### src/sv/fri_pkg.sv
// Shared types and constants for the fragment reorder and reassembly block.
package fri_pkg;

  localparam int ID_W        = 20;
  localparam int SRC_W       = 8;
  localparam int PAY_W       = 64;
  localparam int NB_W        = 4;
  localparam int BT_W        = 32;
  localparam int CFG_W       = 20;
  localparam int DEF_WINDOW  = 16;
  localparam int DEF_QDEPTH  = 4;

  localparam logic [NB_W-1:0] NB_MAX = NB_W'(8);

  typedef enum logic [0:0] {
    CFG_TOTAL  = 1'b0,
    CFG_SOURCE = 1'b1
  } cfg_idx_t;

  typedef enum logic [0:0] {
    OP_FRAGMENT = 1'b0,
    OP_OTHER    = 1'b1
  } op_t;

  typedef enum logic [2:0] {
    ST_DELIVERED = 3'd0,
    ST_STORED    = 3'd1,
    ST_DUPLICATE = 3'd2,
    ST_OUTSIDE   = 3'd3,
    ST_IGNORED   = 3'd4,
    ST_COMPLETE  = 3'd5
  } status_t;

  typedef enum logic [1:0] {
    BK_IDLE,
    BK_READ,
    BK_LOAD
  } back_state_t;

  typedef struct packed {
    status_t           status;
    logic [ID_W-1:0]   id;
    logic [PAY_W-1:0]  payload;
    logic [NB_W-1:0]   nbytes;
    logic              completed;
    logic [BT_W-1:0]   byte_total;
  } job_t;

endpackage

### src/sv/fri_if.sv
// Valid/ready channel interfaces for fragment input items and result items.
interface fri_in_if;
  logic                       valid;
  logic                       ready;
  logic                       op;
  logic [fri_pkg::SRC_W-1:0]  source_id;
  logic [fri_pkg::ID_W-1:0]   fragment_id;
  logic [fri_pkg::PAY_W-1:0]  payload;
  logic [fri_pkg::NB_W-1:0]   payload_bytes;

  modport source (output valid, op, source_id, fragment_id, payload, payload_bytes,
                  input ready);
  modport sink   (input valid, op, source_id, fragment_id, payload, payload_bytes,
                  output ready);
endinterface

interface fri_out_if;
  logic                       valid;
  logic                       ready;
  logic                       has_data;
  logic [fri_pkg::ID_W-1:0]   out_index;
  logic [fri_pkg::PAY_W-1:0]  out_payload;
  logic [fri_pkg::NB_W-1:0]   out_bytes;
  logic [2:0]                 status;
  logic                       completed;
  logic [fri_pkg::BT_W-1:0]   bytes_received;
  logic                       last;

  modport source (output valid, has_data, out_index, out_payload, out_bytes, status,
                  completed, bytes_received, last, input ready);
  modport sink   (input valid, has_data, out_index, out_payload, out_bytes, status,
                  completed, bytes_received, last, output ready);
endinterface

### src/sv/fri_queue.sv
// Short first-in first-out queue of jobs between the front and back parts.
module fri_queue #(
  parameter int W     = 8,
  parameter int DEPTH = fri_pkg::DEF_QDEPTH,
  localparam int PTR_W = (DEPTH > 1) ? $clog2(DEPTH) : 1,
  localparam int CNT_W = $clog2(DEPTH + 1)
) (
  input  logic         clk,
  input  logic         rst_n,
  input  logic         push,
  input  logic [W-1:0] din,
  output logic         wr_ready,
  input  logic         pop,
  output logic [W-1:0] dout,
  output logic         rd_valid
);

  logic [W-1:0]     mem_r [DEPTH];
  logic [PTR_W-1:0] wr_ptr_r, wr_ptr_nxt;
  logic [PTR_W-1:0] rd_ptr_r, rd_ptr_nxt;
  logic [CNT_W-1:0] cnt_r, cnt_nxt;
  logic             do_push, do_pop;

  assign wr_ready = (cnt_r != CNT_W'(DEPTH));
  assign rd_valid = (cnt_r != '0);
  assign do_push  = push && wr_ready;
  assign do_pop   = pop && rd_valid;
  assign dout     = mem_r[rd_ptr_r];

  always_comb begin
    wr_ptr_nxt = wr_ptr_r;
    rd_ptr_nxt = rd_ptr_r;
    cnt_nxt    = cnt_r;
    if (do_push) begin
      wr_ptr_nxt = (wr_ptr_r == PTR_W'(DEPTH - 1)) ? '0 : wr_ptr_r + PTR_W'(1);
    end
    if (do_pop) begin
      rd_ptr_nxt = (rd_ptr_r == PTR_W'(DEPTH - 1)) ? '0 : rd_ptr_r + PTR_W'(1);
    end
    if (do_push && !do_pop) begin
      cnt_nxt = cnt_r + CNT_W'(1);
    end else if (do_pop && !do_push) begin
      cnt_nxt = cnt_r - CNT_W'(1);
    end
  end

  always_ff @(posedge clk) begin
    if (!rst_n) begin
      wr_ptr_r <= '0;
      rd_ptr_r <= '0;
      cnt_r    <= '0;
    end else begin
      wr_ptr_r <= wr_ptr_nxt;
      rd_ptr_r <= rd_ptr_nxt;
      cnt_r    <= cnt_nxt;
    end
  end

  always_ff @(posedge clk) begin
    if (do_push) begin
      mem_r[wr_ptr_r] <= din;
    end
  end

  a_cnt_bound: assert property (@(posedge clk) disable iff (!rst_n)
    cnt_r <= CNT_W'(DEPTH))
    else $error("queue count above depth");

endmodule

### src/sv/fri_front.sv
// Front part: accepts and classifies fragments, keeps window state, issues jobs.
module fri_front #(
  parameter int WINDOW = fri_pkg::DEF_WINDOW,
  localparam int SLOT_W = $clog2(WINDOW)
) (
  input  logic                        clk,
  input  logic                        rst_n,
  input  logic                        cfg_we,
  input  logic [0:0]                  cfg_index,
  input  logic [fri_pkg::CFG_W-1:0]   cfg_wdata,
  fri_in_if.sink                      in_if,
  output logic                        job_push,
  output fri_pkg::job_t               job,
  output logic [SLOT_W-1:0]           job_slot,
  output logic [SLOT_W-1:0]           job_drain,
  input  logic                        q_ready
);

  localparam int ID_W = fri_pkg::ID_W;
  localparam int BT_W = fri_pkg::BT_W;

  logic [ID_W-1:0]          total_r;
  logic [fri_pkg::SRC_W-1:0] source_r;
  logic [ID_W-1:0]          ne_r, ne_nxt;
  logic [SLOT_W-1:0]        head_r, head_nxt;
  logic [BT_W-1:0]          bt_r, bt_nxt;
  logic                     done_r, done_nxt;
  logic [WINDOW-1:0]        valid_r, valid_nxt;

  logic                     accept;
  logic [fri_pkg::NB_W-1:0] nb_sat;
  logic                     done_now, ignored, in_win;
  logic [ID_W-1:0]          id_gap;
  logic [SLOT_W:0]          slot_sum, head_sum;
  logic [SLOT_W-1:0]        slot_s, head_nx1, run;
  logic [2*WINDOW-1:0]      dbl_valid, dbl_clr;
  logic [WINDOW-1:0]        rot_valid, thermo, clr;
  logic [BT_W:0]            bt_sum;
  logic [BT_W-1:0]          bt_add;
  logic [ID_W-1:0]          ne_deliver;

  assign in_if.ready = q_ready;
  assign accept      = in_if.valid && q_ready;

  always_comb begin
    nb_sat   = (in_if.payload_bytes > fri_pkg::NB_MAX) ? fri_pkg::NB_MAX
                                                        : in_if.payload_bytes;
    done_now = done_r || (ne_r == total_r);
    ignored  = (in_if.op != fri_pkg::OP_FRAGMENT) || (in_if.source_id != source_r);
    id_gap   = in_if.fragment_id - ne_r;
    in_win   = (id_gap < ID_W'(WINDOW));

    slot_sum = {1'b0, head_r} + id_gap[SLOT_W:0];
    slot_s   = (slot_sum >= (SLOT_W+1)'(WINDOW)) ?
               SLOT_W'(slot_sum - (SLOT_W+1)'(WINDOW)) : slot_sum[SLOT_W-1:0];
    head_nx1 = (head_r == SLOT_W'(WINDOW - 1)) ? '0 : head_r + SLOT_W'(1);

    dbl_valid = {valid_r, valid_r} >> head_nx1;
    rot_valid = dbl_valid[WINDOW-1:0];
    run = SLOT_W'(WINDOW - 1);
    for (int k = WINDOW - 1; k >= 0; k--) begin
      if (!rot_valid[k]) run = SLOT_W'(k);
    end
    thermo  = (WINDOW'(1) << run) - WINDOW'(1);
    dbl_clr = {thermo, thermo} << head_nx1;
    clr     = dbl_clr[2*WINDOW-1:WINDOW];

    head_sum   = {1'b0, head_nx1} + {1'b0, run};
    ne_deliver = ne_r + ID_W'(1) + ID_W'(run);

    bt_sum = {1'b0, bt_r} + (BT_W+1)'(nb_sat);
    bt_add = bt_sum[BT_W] ? '1 : bt_sum[BT_W-1:0];
  end

  always_comb begin
    ne_nxt    = ne_r;
    head_nxt  = head_r;
    bt_nxt    = bt_r;
    done_nxt  = done_r;
    valid_nxt = valid_r;

    job.status     = fri_pkg::ST_COMPLETE;
    job.id         = in_if.fragment_id;
    job.payload    = in_if.payload;
    job.nbytes     = nb_sat;
    job.completed  = 1'b0;
    job.byte_total = bt_r;
    job_slot       = slot_s;
    job_drain      = '0;

    priority if (done_now) begin
      job.status    = fri_pkg::ST_COMPLETE;
      job.id        = '0;
      job.completed = 1'b1;
      done_nxt      = 1'b1;
    end else if (ignored) begin
      job.status = fri_pkg::ST_IGNORED;
      job.id     = '0;
    end else if (id_gap == '0) begin
      job.status     = fri_pkg::ST_DELIVERED;
      job.byte_total = bt_add;
      job.completed  = (ne_deliver == total_r);
      job_slot       = head_nx1;
      job_drain      = run;
      bt_nxt         = bt_add;
      ne_nxt         = ne_deliver;
      head_nxt       = (head_sum >= (SLOT_W+1)'(WINDOW)) ?
                       SLOT_W'(head_sum - (SLOT_W+1)'(WINDOW)) : head_sum[SLOT_W-1:0];
      valid_nxt      = valid_r & ~clr;
      done_nxt       = (ne_deliver == total_r);
    end else if (in_win && valid_r[slot_s]) begin
      job.status = fri_pkg::ST_DUPLICATE;
    end else if (in_win) begin
      job.status        = fri_pkg::ST_STORED;
      job.byte_total    = bt_add;
      bt_nxt            = bt_add;
      valid_nxt[slot_s] = 1'b1;
    end else begin
      job.status = fri_pkg::ST_OUTSIDE;
    end
  end

  assign job_push = accept;

  always_ff @(posedge clk) begin
    if (!rst_n) begin
      total_r  <= '0;
      source_r <= '0;
    end else if (cfg_we) begin
      unique case (fri_pkg::cfg_idx_t'(cfg_index))
        fri_pkg::CFG_TOTAL:  total_r  <= cfg_wdata[ID_W-1:0];
        fri_pkg::CFG_SOURCE: source_r <= cfg_wdata[fri_pkg::SRC_W-1:0];
      endcase
    end
  end

  always_ff @(posedge clk) begin
    if (!rst_n) begin
      ne_r    <= '0;
      head_r  <= '0;
      bt_r    <= '0;
      done_r  <= 1'b0;
      valid_r <= '0;
    end else if (accept) begin
      ne_r    <= ne_nxt;
      head_r  <= head_nxt;
      bt_r    <= bt_nxt;
      done_r  <= done_nxt;
      valid_r <= valid_nxt;
    end
  end

  a_head_free: assert property (@(posedge clk) disable iff (!rst_n)
    !valid_r[head_r])
    else $error("slot of next expected fragment is marked stored");

  a_done_sticky: assert property (@(posedge clk) disable iff (!rst_n)
    done_r |=> done_r)
    else $error("completion flag dropped");

endmodule

### src/sv/fri_back.sv
// Back part: emits results, writes stored fragments and drains successors.
module fri_back #(
  parameter int WINDOW = fri_pkg::DEF_WINDOW,
  localparam int SLOT_W = $clog2(WINDOW)
) (
  input  logic                 clk,
  input  logic                 rst_n,
  input  logic                 q_valid,
  input  fri_pkg::job_t        job,
  input  logic [SLOT_W-1:0]    job_slot,
  input  logic [SLOT_W-1:0]    job_drain,
  output logic                 q_pop,
  fri_out_if.source            out_if
);

  localparam int ID_W  = fri_pkg::ID_W;
  localparam int PAY_W = fri_pkg::PAY_W;
  localparam int NB_W  = fri_pkg::NB_W;
  localparam int BT_W  = fri_pkg::BT_W;

  logic [PAY_W-1:0] mem_pay [WINDOW];
  logic [NB_W-1:0]  mem_nb  [WINDOW];
  logic [PAY_W-1:0] rd_pay_r;
  logic [NB_W-1:0]  rd_nb_r;
  logic             mem_we;

  fri_pkg::back_state_t state_r, state_nxt;
  logic [SLOT_W-1:0] cnt_r, cnt_nxt;
  logic [SLOT_W-1:0] addr_r, addr_nxt;
  logic [ID_W-1:0]   idx_r, idx_nxt;
  logic              cmp_r, cmp_nxt;
  logic [BT_W-1:0]   bt_r, bt_nxt;

  logic              ov_r, ov_nxt;
  logic              has_r, has_nxt;
  logic [ID_W-1:0]   oidx_r, oidx_nxt;
  logic [PAY_W-1:0]  opay_r, opay_nxt;
  logic [NB_W-1:0]   onb_r, onb_nxt;
  logic [2:0]        ost_r, ost_nxt;
  logic              ocmp_r, ocmp_nxt;
  logic [BT_W-1:0]   obt_r, obt_nxt;
  logic              olast_r, olast_nxt;
  logic              out_free, job_has;

  assign out_free = !ov_r || out_if.ready;
  assign job_has  = (job.status == fri_pkg::ST_DELIVERED);

  always_comb begin
    state_nxt = state_r;
    cnt_nxt   = cnt_r;
    addr_nxt  = addr_r;
    idx_nxt   = idx_r;
    cmp_nxt   = cmp_r;
    bt_nxt    = bt_r;
    ov_nxt    = ov_r && !out_if.ready;
    has_nxt   = has_r;
    oidx_nxt  = oidx_r;
    opay_nxt  = opay_r;
    onb_nxt   = onb_r;
    ost_nxt   = ost_r;
    ocmp_nxt  = ocmp_r;
    obt_nxt   = obt_r;
    olast_nxt = olast_r;
    q_pop     = 1'b0;
    mem_we    = 1'b0;

    unique case (state_r)
      fri_pkg::BK_IDLE: begin
        if (q_valid && out_free) begin
          q_pop     = 1'b1;
          mem_we    = (job.status == fri_pkg::ST_STORED);
          ov_nxt    = 1'b1;
          has_nxt   = job_has;
          oidx_nxt  = job.id;
          opay_nxt  = job_has ? job.payload : '0;
          onb_nxt   = job_has ? job.nbytes : '0;
          ost_nxt   = job.status;
          ocmp_nxt  = job.completed;
          obt_nxt   = job.byte_total;
          olast_nxt = (job_drain == '0);
          if (job_drain != '0) begin
            state_nxt = fri_pkg::BK_READ;
            addr_nxt  = job_slot;
            cnt_nxt   = job_drain;
            idx_nxt   = job.id + ID_W'(1);
            cmp_nxt   = job.completed;
            bt_nxt    = job.byte_total;
          end
        end
      end
      fri_pkg::BK_READ: begin
        state_nxt = fri_pkg::BK_LOAD;
      end
      fri_pkg::BK_LOAD: begin
        if (out_free) begin
          ov_nxt    = 1'b1;
          has_nxt   = 1'b1;
          oidx_nxt  = idx_r;
          opay_nxt  = rd_pay_r;
          onb_nxt   = rd_nb_r;
          ost_nxt   = fri_pkg::ST_DELIVERED;
          ocmp_nxt  = cmp_r;
          obt_nxt   = bt_r;
          olast_nxt = (cnt_r == SLOT_W'(1));
          addr_nxt  = (addr_r == SLOT_W'(WINDOW - 1)) ? '0 : addr_r + SLOT_W'(1);
          idx_nxt   = idx_r + ID_W'(1);
          cnt_nxt   = cnt_r - SLOT_W'(1);
          state_nxt = (cnt_r == SLOT_W'(1)) ? fri_pkg::BK_IDLE : fri_pkg::BK_READ;
        end
      end
      default: begin
        state_nxt = fri_pkg::BK_IDLE;
      end
    endcase
  end

  always_ff @(posedge clk) begin
    if (!rst_n) begin
      state_r <= fri_pkg::BK_IDLE;
      cnt_r   <= '0;
      ov_r    <= 1'b0;
    end else begin
      state_r <= state_nxt;
      cnt_r   <= cnt_nxt;
      ov_r    <= ov_nxt;
    end
  end

  always_ff @(posedge clk) begin
    addr_r  <= addr_nxt;
    idx_r   <= idx_nxt;
    cmp_r   <= cmp_nxt;
    bt_r    <= bt_nxt;
    has_r   <= has_nxt;
    oidx_r  <= oidx_nxt;
    opay_r  <= opay_nxt;
    onb_r   <= onb_nxt;
    ost_r   <= ost_nxt;
    ocmp_r  <= ocmp_nxt;
    obt_r   <= obt_nxt;
    olast_r <= olast_nxt;
  end

  always_ff @(posedge clk) begin
    if (mem_we) begin
      mem_pay[job_slot] <= job.payload;
      mem_nb[job_slot]  <= job.nbytes;
    end
    rd_pay_r <= mem_pay[addr_r];
    rd_nb_r  <= mem_nb[addr_r];
  end

  assign out_if.valid          = ov_r;
  assign out_if.has_data       = has_r;
  assign out_if.out_index      = oidx_r;
  assign out_if.out_payload    = opay_r;
  assign out_if.out_bytes      = onb_r;
  assign out_if.status         = ost_r;
  assign out_if.completed      = ocmp_r;
  assign out_if.bytes_received = obt_r;
  assign out_if.last           = olast_r;

  a_drain_count: assert property (@(posedge clk) disable iff (!rst_n)
    (state_r != fri_pkg::BK_IDLE) |-> (cnt_r != '0))
    else $error("drain active with no fragments left");

endmodule

### src/sv/fragment_reorder_reassembly.sv
// Top level of the fragment reorder and reassembly block.
//
//  channel  | direction | handshake         | payload
//  ---------+-----------+-------------------+----------------------------------------
//  in_if    | in        | valid/ready       | op, source_id, fragment_id, payload, bytes
//  out_if   | out       | valid/ready       | has_data, out_index, ..., last
//  cfg_*    | in        | cfg_we, no stall  | cfg_index, cfg_wdata
//
//  An input item is classified in the cycle it is accepted; one is taken per cycle
//  while the job queue (QDEPTH entries) has room.
//  For each item the back part loads its first result into the output register, then
//  drains each stored successor by a slot memory read, then an output register load.
//  Reset is synchronous; there is no clearing pass.
//  A stalled result holds in the output register; the queue then fills and
//  in_if.ready drops.
module fragment_reorder_reassembly #(
  parameter int WINDOW = fri_pkg::DEF_WINDOW,
  parameter int QDEPTH = fri_pkg::DEF_QDEPTH
) (
  input  logic                       clk,
  input  logic                       rst_n,
  input  logic                       cfg_we,
  input  logic [0:0]                 cfg_index,
  input  logic [fri_pkg::CFG_W-1:0]  cfg_wdata,
  fri_in_if.sink                     in_if,
  fri_out_if.source                  out_if
);

  localparam int SLOT_W = $clog2(WINDOW);
  localparam int JOB_W  = $bits(fri_pkg::job_t);
  localparam int QW     = JOB_W + 2 * SLOT_W;

  fri_pkg::job_t     f_job, b_job;
  logic [SLOT_W-1:0] f_slot, f_drain, b_slot, b_drain;
  logic              f_push, q_ready, q_valid, q_pop;
  logic [QW-1:0]     q_din, q_dout;

  assign q_din = {f_job, f_slot, f_drain};
  assign {b_job, b_slot, b_drain} = q_dout;

  fri_front #(.WINDOW(WINDOW)) u_front (
    .clk       (clk),
    .rst_n     (rst_n),
    .cfg_we    (cfg_we),
    .cfg_index (cfg_index),
    .cfg_wdata (cfg_wdata),
    .in_if     (in_if),
    .job_push  (f_push),
    .job       (f_job),
    .job_slot  (f_slot),
    .job_drain (f_drain),
    .q_ready   (q_ready)
  );

  fri_queue #(.W(QW), .DEPTH(QDEPTH)) u_queue (
    .clk      (clk),
    .rst_n    (rst_n),
    .push     (f_push),
    .din      (q_din),
    .wr_ready (q_ready),
    .pop      (q_pop),
    .dout     (q_dout),
    .rd_valid (q_valid)
  );

  fri_back #(.WINDOW(WINDOW)) u_back (
    .clk       (clk),
    .rst_n     (rst_n),
    .q_valid   (q_valid),
    .job       (b_job),
    .job_slot  (b_slot),
    .job_drain (b_drain),
    .q_pop     (q_pop),
    .out_if    (out_if)
  );

endmodule
### src/flat_wrapper.sv
// flat-port wrapper written by rule: the top's interface ports become plain ports
module fragment_reorder_reassembly_flat 
#(
  parameter int WINDOW = fri_pkg::DEF_WINDOW,
  parameter int QDEPTH = fri_pkg::DEF_QDEPTH
)
  (clk, rst_n, cfg_we, cfg_index, cfg_wdata, in_if_valid, in_if_op, in_if_source_id, in_if_fragment_id, in_if_payload, in_if_payload_bytes, in_if_ready, out_if_valid, out_if_has_data, out_if_out_index, out_if_out_payload, out_if_out_bytes, out_if_status, out_if_completed, out_if_bytes_received, out_if_last, out_if_ready);
  fri_in_if in_if_i ();
  fri_out_if out_if_i ();
  input  logic clk;
  input  logic rst_n;
  input  logic cfg_we;
  input  logic [0:0] cfg_index;
  input  logic [fri_pkg::CFG_W-1:0] cfg_wdata;
  input wire logic [$bits(in_if_i.valid)-1:0] in_if_valid;
  input wire logic [$bits(in_if_i.op)-1:0] in_if_op;
  input wire logic [$bits(in_if_i.source_id)-1:0] in_if_source_id;
  input wire logic [$bits(in_if_i.fragment_id)-1:0] in_if_fragment_id;
  input wire logic [$bits(in_if_i.payload)-1:0] in_if_payload;
  input wire logic [$bits(in_if_i.payload_bytes)-1:0] in_if_payload_bytes;
  output wire logic [$bits(in_if_i.ready)-1:0] in_if_ready;
  output wire logic [$bits(out_if_i.valid)-1:0] out_if_valid;
  output wire logic [$bits(out_if_i.has_data)-1:0] out_if_has_data;
  output wire logic [$bits(out_if_i.out_index)-1:0] out_if_out_index;
  output wire logic [$bits(out_if_i.out_payload)-1:0] out_if_out_payload;
  output wire logic [$bits(out_if_i.out_bytes)-1:0] out_if_out_bytes;
  output wire logic [$bits(out_if_i.status)-1:0] out_if_status;
  output wire logic [$bits(out_if_i.completed)-1:0] out_if_completed;
  output wire logic [$bits(out_if_i.bytes_received)-1:0] out_if_bytes_received;
  output wire logic [$bits(out_if_i.last)-1:0] out_if_last;
  input wire logic [$bits(out_if_i.ready)-1:0] out_if_ready;
  assign in_if_i.valid = in_if_valid;
  assign in_if_i.op = in_if_op;
  assign in_if_i.source_id = in_if_source_id;
  assign in_if_i.fragment_id = in_if_fragment_id;
  assign in_if_i.payload = in_if_payload;
  assign in_if_i.payload_bytes = in_if_payload_bytes;
  assign in_if_ready = in_if_i.ready;
  assign out_if_valid = out_if_i.valid;
  assign out_if_has_data = out_if_i.has_data;
  assign out_if_out_index = out_if_i.out_index;
  assign out_if_out_payload = out_if_i.out_payload;
  assign out_if_out_bytes = out_if_i.out_bytes;
  assign out_if_status = out_if_i.status;
  assign out_if_completed = out_if_i.completed;
  assign out_if_bytes_received = out_if_i.bytes_received;
  assign out_if_last = out_if_i.last;
  assign out_if_i.ready = out_if_ready;
  fragment_reorder_reassembly #(.WINDOW(WINDOW), .QDEPTH(QDEPTH)) u_core (.clk(clk), .rst_n(rst_n), .cfg_we(cfg_we), .cfg_index(cfg_index), .cfg_wdata(cfg_wdata), .in_if(in_if_i), .out_if(out_if_i));
endmodule
### config.mk
export PLATFORM = sky130hd
export DESIGN_NAME = fragment_reorder_reassembly_flat
export DESIGN_NICKNAME = d
export VERILOG_FILES = /design/src/sv/fri_pkg.sv /design/src/sv/fri_if.sv /design/src/sv/fri_queue.sv /design/src/sv/fri_front.sv /design/src/sv/fri_back.sv /design/src/sv/fragment_reorder_reassembly.sv /design/src/flat_wrapper.sv
export SDC_FILE = /design/constraint.sdc
export NUM_CORES = 2
export LEC_CHECK = 0
export BUFFER_PORTS_ARGS = -buffer_cell sky130_fd_sc_hd__buf_2
export CORE_MARGIN = 5
export CORE_UTILIZATION = 42
export DETAILED_ROUTE_END_ITERATION = 10
export GPL_ROUTABILITY_DRIVEN = 1
export PLACE_DENSITY_LB_ADDON = 0.05
export SYNTH_ARGS = -nofsm -noshare
export SYNTH_HDL_FRONTEND = slang
export SYNTH_SLANG_ARGS = --single-unit
### constraint.sdc
create_clock -name clk -period 22.7 [get_ports clk]
set_clock_uncertainty 0.15 [all_clocks]
set_input_delay 0 -clock clk [delete_from_list [all_inputs] [get_ports clk]]
set_output_delay 0 -clock clk [all_outputs]
set_load 0.02 [all_outputs]
==> results.cfg <==
[outcome]
outcome = finished clean

[yosys]
yosys_most_used_dff = sky130_fd_sc_hd__edfxtp_1
synth_cells = 4997
synth_edf_count = 1799
syn-mean-instance-area_um2 = 16.18
synth.yosys.seq_area_share_pct = 71.40
postSynthRegisterBits = 1984
synth.cell_area_um2 = 80850
ys_async_sr_fraction_pct = 0
yosys_warnings = 0
synth.net_count = 5172
synth_cell_type_count = 108

[placement]
globalplace.congestion = 0.8905
io_buffers = 250
place.detailed.hpwl_mm = 123.4

[detailed_routing]
detailroute.via_count = 46120
first_pass_iters = 8
remaining_drc_errors = 0
drt-vias-per-instance = 5.606
routed_wire_length_per_instance_um = 26.32
ant_nets = 0
drt_first_iter_violations = 3712
wirelength_mm = 216.5

[final_layout]
fillers = 16250
register_area_um2 = 57730
finalNetCount = 5699
multi_input_area_um2 = 21910
drive_gt1_share_pct = 19.02
area_growth_syn_to_layout_pct = 16.53

[sta]
tightestPinTransition_ns = 1.133
setup_repair_after_global_routing_missed_its_margin = no
report.final.setup_viol = 0
fin_tns_setup_ns = 0
fin_worst_hold_slack_ns = 0.08573
timing.final.hold_violations = 0
clock.fmax_ghz = 0.1393
timing_max_transition_violations_final = 0
fin_crit_ns = 7.179
post-route-period-util_pct = 31.62
timing.slew.headroom_pct = 24.48

[clock_tree]
cts_resized = 0
cts-root-buf = sky130_fd_sc_hd__clkbuf_16
cts.path.max_buffers = 3
post_cts_buffers = 0
cts_sinks = 1984
clk_pin_slew_worst_paths_ns = 0.06
cts_hold_buffers = 255
tritoncts = done
cts.htree.levels = 4
cts_buffers = 208
clock_latency_ns = 0.83

[grt]
grtUsageTotal_pct = 21.16
first_global_vias = 47880
grt_antenna_before_repair = 7
grt_first_pass_wirelength_mm = 320.7
largest_net_degree_at_the_start_of_global_routing = 106
globalRouteOverflowTotal = 0

[pwr]
worst_ir_drop_vdd_mv = 0.09271
power.clock.fraction_pct = 30.0
sw_share_pct = 30.94
power.density_nw_per_um2 = 116.1
switching_power_mw = 3.385
sequentialPowerShare_pct = 44.3
leakagePower_nw = 31.80
report.power.total_mw = 10.94
internal_power_contribution_mw = 7.555
share_comb_of_total_power_pct = 25.7

[die]
core_um2 = 192000
floorplan.die.width_um = 448.8
die_h_um = 448.8
start_util_pct = 42.12
placement_rows = 161
dieArea_um2 = 201400
pin_count = 251

[setup_path]
critical_path.max_fanout = 36
cp.required_ns = 23.20
critical_path_class = reg -> reg
worstPathArrival_ns = 7.68
endpoint_kind = register
worstSetupStartpointType = register

[min_path]
hp-class = in -> reg

[run]
maxCapViolations = 0
[Yosys cell counts (6+ instances only)]
cell	count	share of area, %
sky130_fd_sc_hd__edfxtp_1	1799	67
sky130_fd_sc_hd__nand2_1	515	2.4
sky130_fd_sc_hd__mux4_2	276	7.7
sky130_fd_sc_hd__mux2i_1	258	3.2
sky130_fd_sc_hd__o21ai_0	255	1.6
sky130_fd_sc_hd__nor2_1	194	0.90
sky130_fd_sc_hd__clkbuf_1	192	0.89
sky130_fd_sc_hd__a21oi_1	191	1.2
sky130_fd_sc_hd__dfxtp_1	185	4.6
sky130_fd_sc_hd__mux2_2	78	1.1
sky130_fd_sc_hd__a22oi_1	76	0.71
sky130_fd_sc_hd__xnor2_1	72	0.78
sky130_fd_sc_hd__a221oi_1	71	0.77
sky130_fd_sc_hd__inv_1	69	0.32
sky130_fd_sc_hd__nand3_1	64	0.40
sky130_fd_sc_hd__buf_1	56	0.26
sky130_fd_sc_hd__ha_1	46	0.71
sky130_fd_sc_hd__nor3_1	43	0.27
sky130_fd_sc_hd__a31oi_1	36	0.28
sky130_fd_sc_hd__and2_1	33	0.26
sky130_fd_sc_hd__and3_1	28	0.22
sky130_fd_sc_hd__buf_2	27	0.17
sky130_fd_sc_hd__nand4_1	26	0.20
sky130_fd_sc_hd__xor2_1	26	0.28
sky130_fd_sc_hd__a211oi_1	21	0.19
sky130_fd_sc_hd__a21o_1	21	0.19
sky130_fd_sc_hd__nor2b_1	21	0.16
sky130_fd_sc_hd__o211ai_1	16	0.15
sky130_fd_sc_hd__nand2b_1	15	0.12
sky130_fd_sc_hd__nor4_1	15	0.12
sky130_fd_sc_hd__o221a_2	14	0.19
sky130_fd_sc_hd__or3_1	14	0.11
sky130_fd_sc_hd__a311oi_1	13	0.14
sky130_fd_sc_hd__o221ai_1	13	0.14
sky130_fd_sc_hd__o22ai_1	13	0.10
sky130_fd_sc_hd__o21ai_1	10	0.062
sky130_fd_sc_hd__a21boi_0	8	0.074
sky130_fd_sc_hd__nor3b_1	8	0.074
sky130_fd_sc_hd__o311ai_0	8	0.087
sky130_fd_sc_hd__o211a_1	7	0.087
sky130_fd_sc_hd__o21a_1	7	0.065
sky130_fd_sc_hd__a211o_1	6	0.065
sky130_fd_sc_hd__a41oi_1	6	0.065
sky130_fd_sc_hd__fa_1	6	0.15
[worst paths after layout]
kind,from,to,slack (ns),depth (start not counted)
hold / removal,in_if_valid,u_core.u_queue.wr_ptr_r[1]$_SDFFE_PN0P_,0.09,5
hold reg to reg,u_core.u_front.total_r[5]$_SDFFE_PN0P_,u_core.u_front.total_r[5]$_SDFFE_PN0P_,0.32,2
setup / recovery,u_core.u_front.head_r[0]$_SDFFE_PN0P_,u_core.u_front.done_r$_SDFFE_PN0P_,15.52,25
setup reg to reg,u_core.u_front.head_r[0]$_SDFFE_PN0P_,u_core.u_front.done_r$_SDFFE_PN0P_,15.52,25
[power by group through the flow]
stage,Sequential (mW),Clock [mW],Combinational (mW)
2_1_floorplan,5.09,0,1.71
3_3_place_gp,4.92,0,2.83
3_5_place_dp,4.93,0,2.84
4_1_cts,4.85,3.37,2.88
5_1_grt,4.88,3.53,3.07
6_report,4.84,3.28,2.81
[area by class of cell]
type | count | share of cell area [%]
flip-flops and latches | 1984 | 61.28
multi-input cells | 2656 | 23.25
clock buffers | 290 | 6.109
repair buffers | 600 | 4.834
well taps | 2526 | 3.354
clock inverters | 94 | 0.8645
inverters | 74 | 0.2988
diodes | 4 | 0.01062
[state kept, by name (all words and copies together), names as in the netlist, 32 cells and up, named ones only]
register and flops:
u_core.u_queue.mem_r 528, u_core.u_back.out_if.bytes_received 32, u_core.u_back.mem_nb 64, u_core.u_back.rd_pay_r 64
u_core.u_back.out_if.out_payload 64, u_core.u_back.mem_pay 1024, u_core.u_front.bt_r 32, u_core.u_back.bt_r 32
[cells by family after synthesis]
kind of cell    Yosys count  share of synthesized area (%)
compound gates          877                          7.241
xor+xnor                100                          1.110
fa+ha+maj                52                         0.8604
buf+inv                 357                          1.758
flops                  1984                          71.40
mux                     615                          12.04
simple gates           1012                          5.594
[placed cells by master (no fill, tap or decap), types with 14 or more instances in the layout]
master,n
sky130_fd_sc_hd__edfxtp_1,1799
sky130_fd_sc_hd__nand2_1,514
sky130_fd_sc_hd__mux4_2,276
sky130_fd_sc_hd__mux2i_1,258
sky130_fd_sc_hd__dlygate4sd3_1,255
sky130_fd_sc_hd__o21ai_0,254
sky130_fd_sc_hd__buf_2,250
sky130_fd_sc_hd__clkbuf_16,210
sky130_fd_sc_hd__a21oi_1,191
sky130_fd_sc_hd__dfxtp_1,183
sky130_fd_sc_hd__nor2_1,176
sky130_fd_sc_hd__buf_4,92
sky130_fd_sc_hd__mux2_2,78
sky130_fd_sc_hd__a22oi_1,76
sky130_fd_sc_hd__xnor2_1,72
sky130_fd_sc_hd__a221oi_1,71
sky130_fd_sc_hd__inv_1,69
sky130_fd_sc_hd__nand3_1,64
sky130_fd_sc_hd__clkbuf_1,60
sky130_fd_sc_hd__ha_1,45
sky130_fd_sc_hd__nor3_1,43
sky130_fd_sc_hd__a31oi_1,36
sky130_fd_sc_hd__clkinv_1,35
sky130_fd_sc_hd__clkinv_2,34
sky130_fd_sc_hd__and2_1,32
sky130_fd_sc_hd__nand4_1,26
sky130_fd_sc_hd__xor2_1,26
sky130_fd_sc_hd__and3_1,24
sky130_fd_sc_hd__a211oi_1,21
sky130_fd_sc_hd__a21o_1,21
sky130_fd_sc_hd__clkbuf_8,20
sky130_fd_sc_hd__nor2b_1,18
sky130_fd_sc_hd__nor2_4,18
sky130_fd_sc_hd__o211ai_1,16
sky130_fd_sc_hd__nor4_1,15
sky130_fd_sc_hd__nand2b_1,14
sky130_fd_sc_hd__o221a_2,14
[critical path, stage by stage (launching register included)]
cell and delay (ns):
sky130_fd_sc_hd__dfxtp_1 0.30, sky130_fd_sc_hd__buf_4 0.32, sky130_fd_sc_hd__ha_2 0.30, sky130_fd_sc_hd__a31o_1 0.15, sky130_fd_sc_hd__buf_4 0.38, sky130_fd_sc_hd__nand2_2 0.40, sky130_fd_sc_hd__o221a_2 0.48, sky130_fd_sc_hd__mux2i_1 0.21
sky130_fd_sc_hd__nor2_1 0.06, sky130_fd_sc_hd__a21oi_1 0.58, sky130_fd_sc_hd__o31a_1 0.34, sky130_fd_sc_hd__nand2_1 0.24, sky130_fd_sc_hd__ha_1 0.30, sky130_fd_sc_hd__fa_1 0.45, sky130_fd_sc_hd__nor2b_1 0.13, sky130_fd_sc_hd__o21ai_0 0.15
sky130_fd_sc_hd__a2111oi_0 0.57, sky130_fd_sc_hd__buf_4 0.24, sky130_fd_sc_hd__and3_1 0.29, sky130_fd_sc_hd__mux2i_1 0.21, sky130_fd_sc_hd__nand2_1 0.06, sky130_fd_sc_hd__o211ai_1 0.11, sky130_fd_sc_hd__a21oi_1 0.10, sky130_fd_sc_hd__a31o_2 0.30
sky130_fd_sc_hd__nor2_1 0.11, sky130_fd_sc_hd__nor3_1 0.05
[stage by stage]
step	area (um^2)	worst slack [ns]	utilization, %	cells
after detailed placement	85080	15.62	44.32	7585
after global placement	85080	15.57	44.32	7585
final	94220	15.52	49.08	8228
after CTS	94210	15.61	49.07	8224
after global routing	94210	15.19	49.07	8225
after floorplan	80850	11.36	-	4997
[routing by layer]
| metal | share of wire, % | global-route usage (%) | wire length [um] | up-vias |
|---|---|---|---|---|
| li1 | - | - | - | 20780 |
| met1 | 44 | 28.85 | 95090 | 23960 |
| met2 | 50 | 36.09 | 107500 | 1094 |
| met3 | 4.3 | 2.908 | 9238 | 286 |
| met4 | 2.2 | 5.298 | 4743 | 2 |
| met5 | 0.0060 | 0 | 13 | - |
Power figures use the tool's default switching activity.
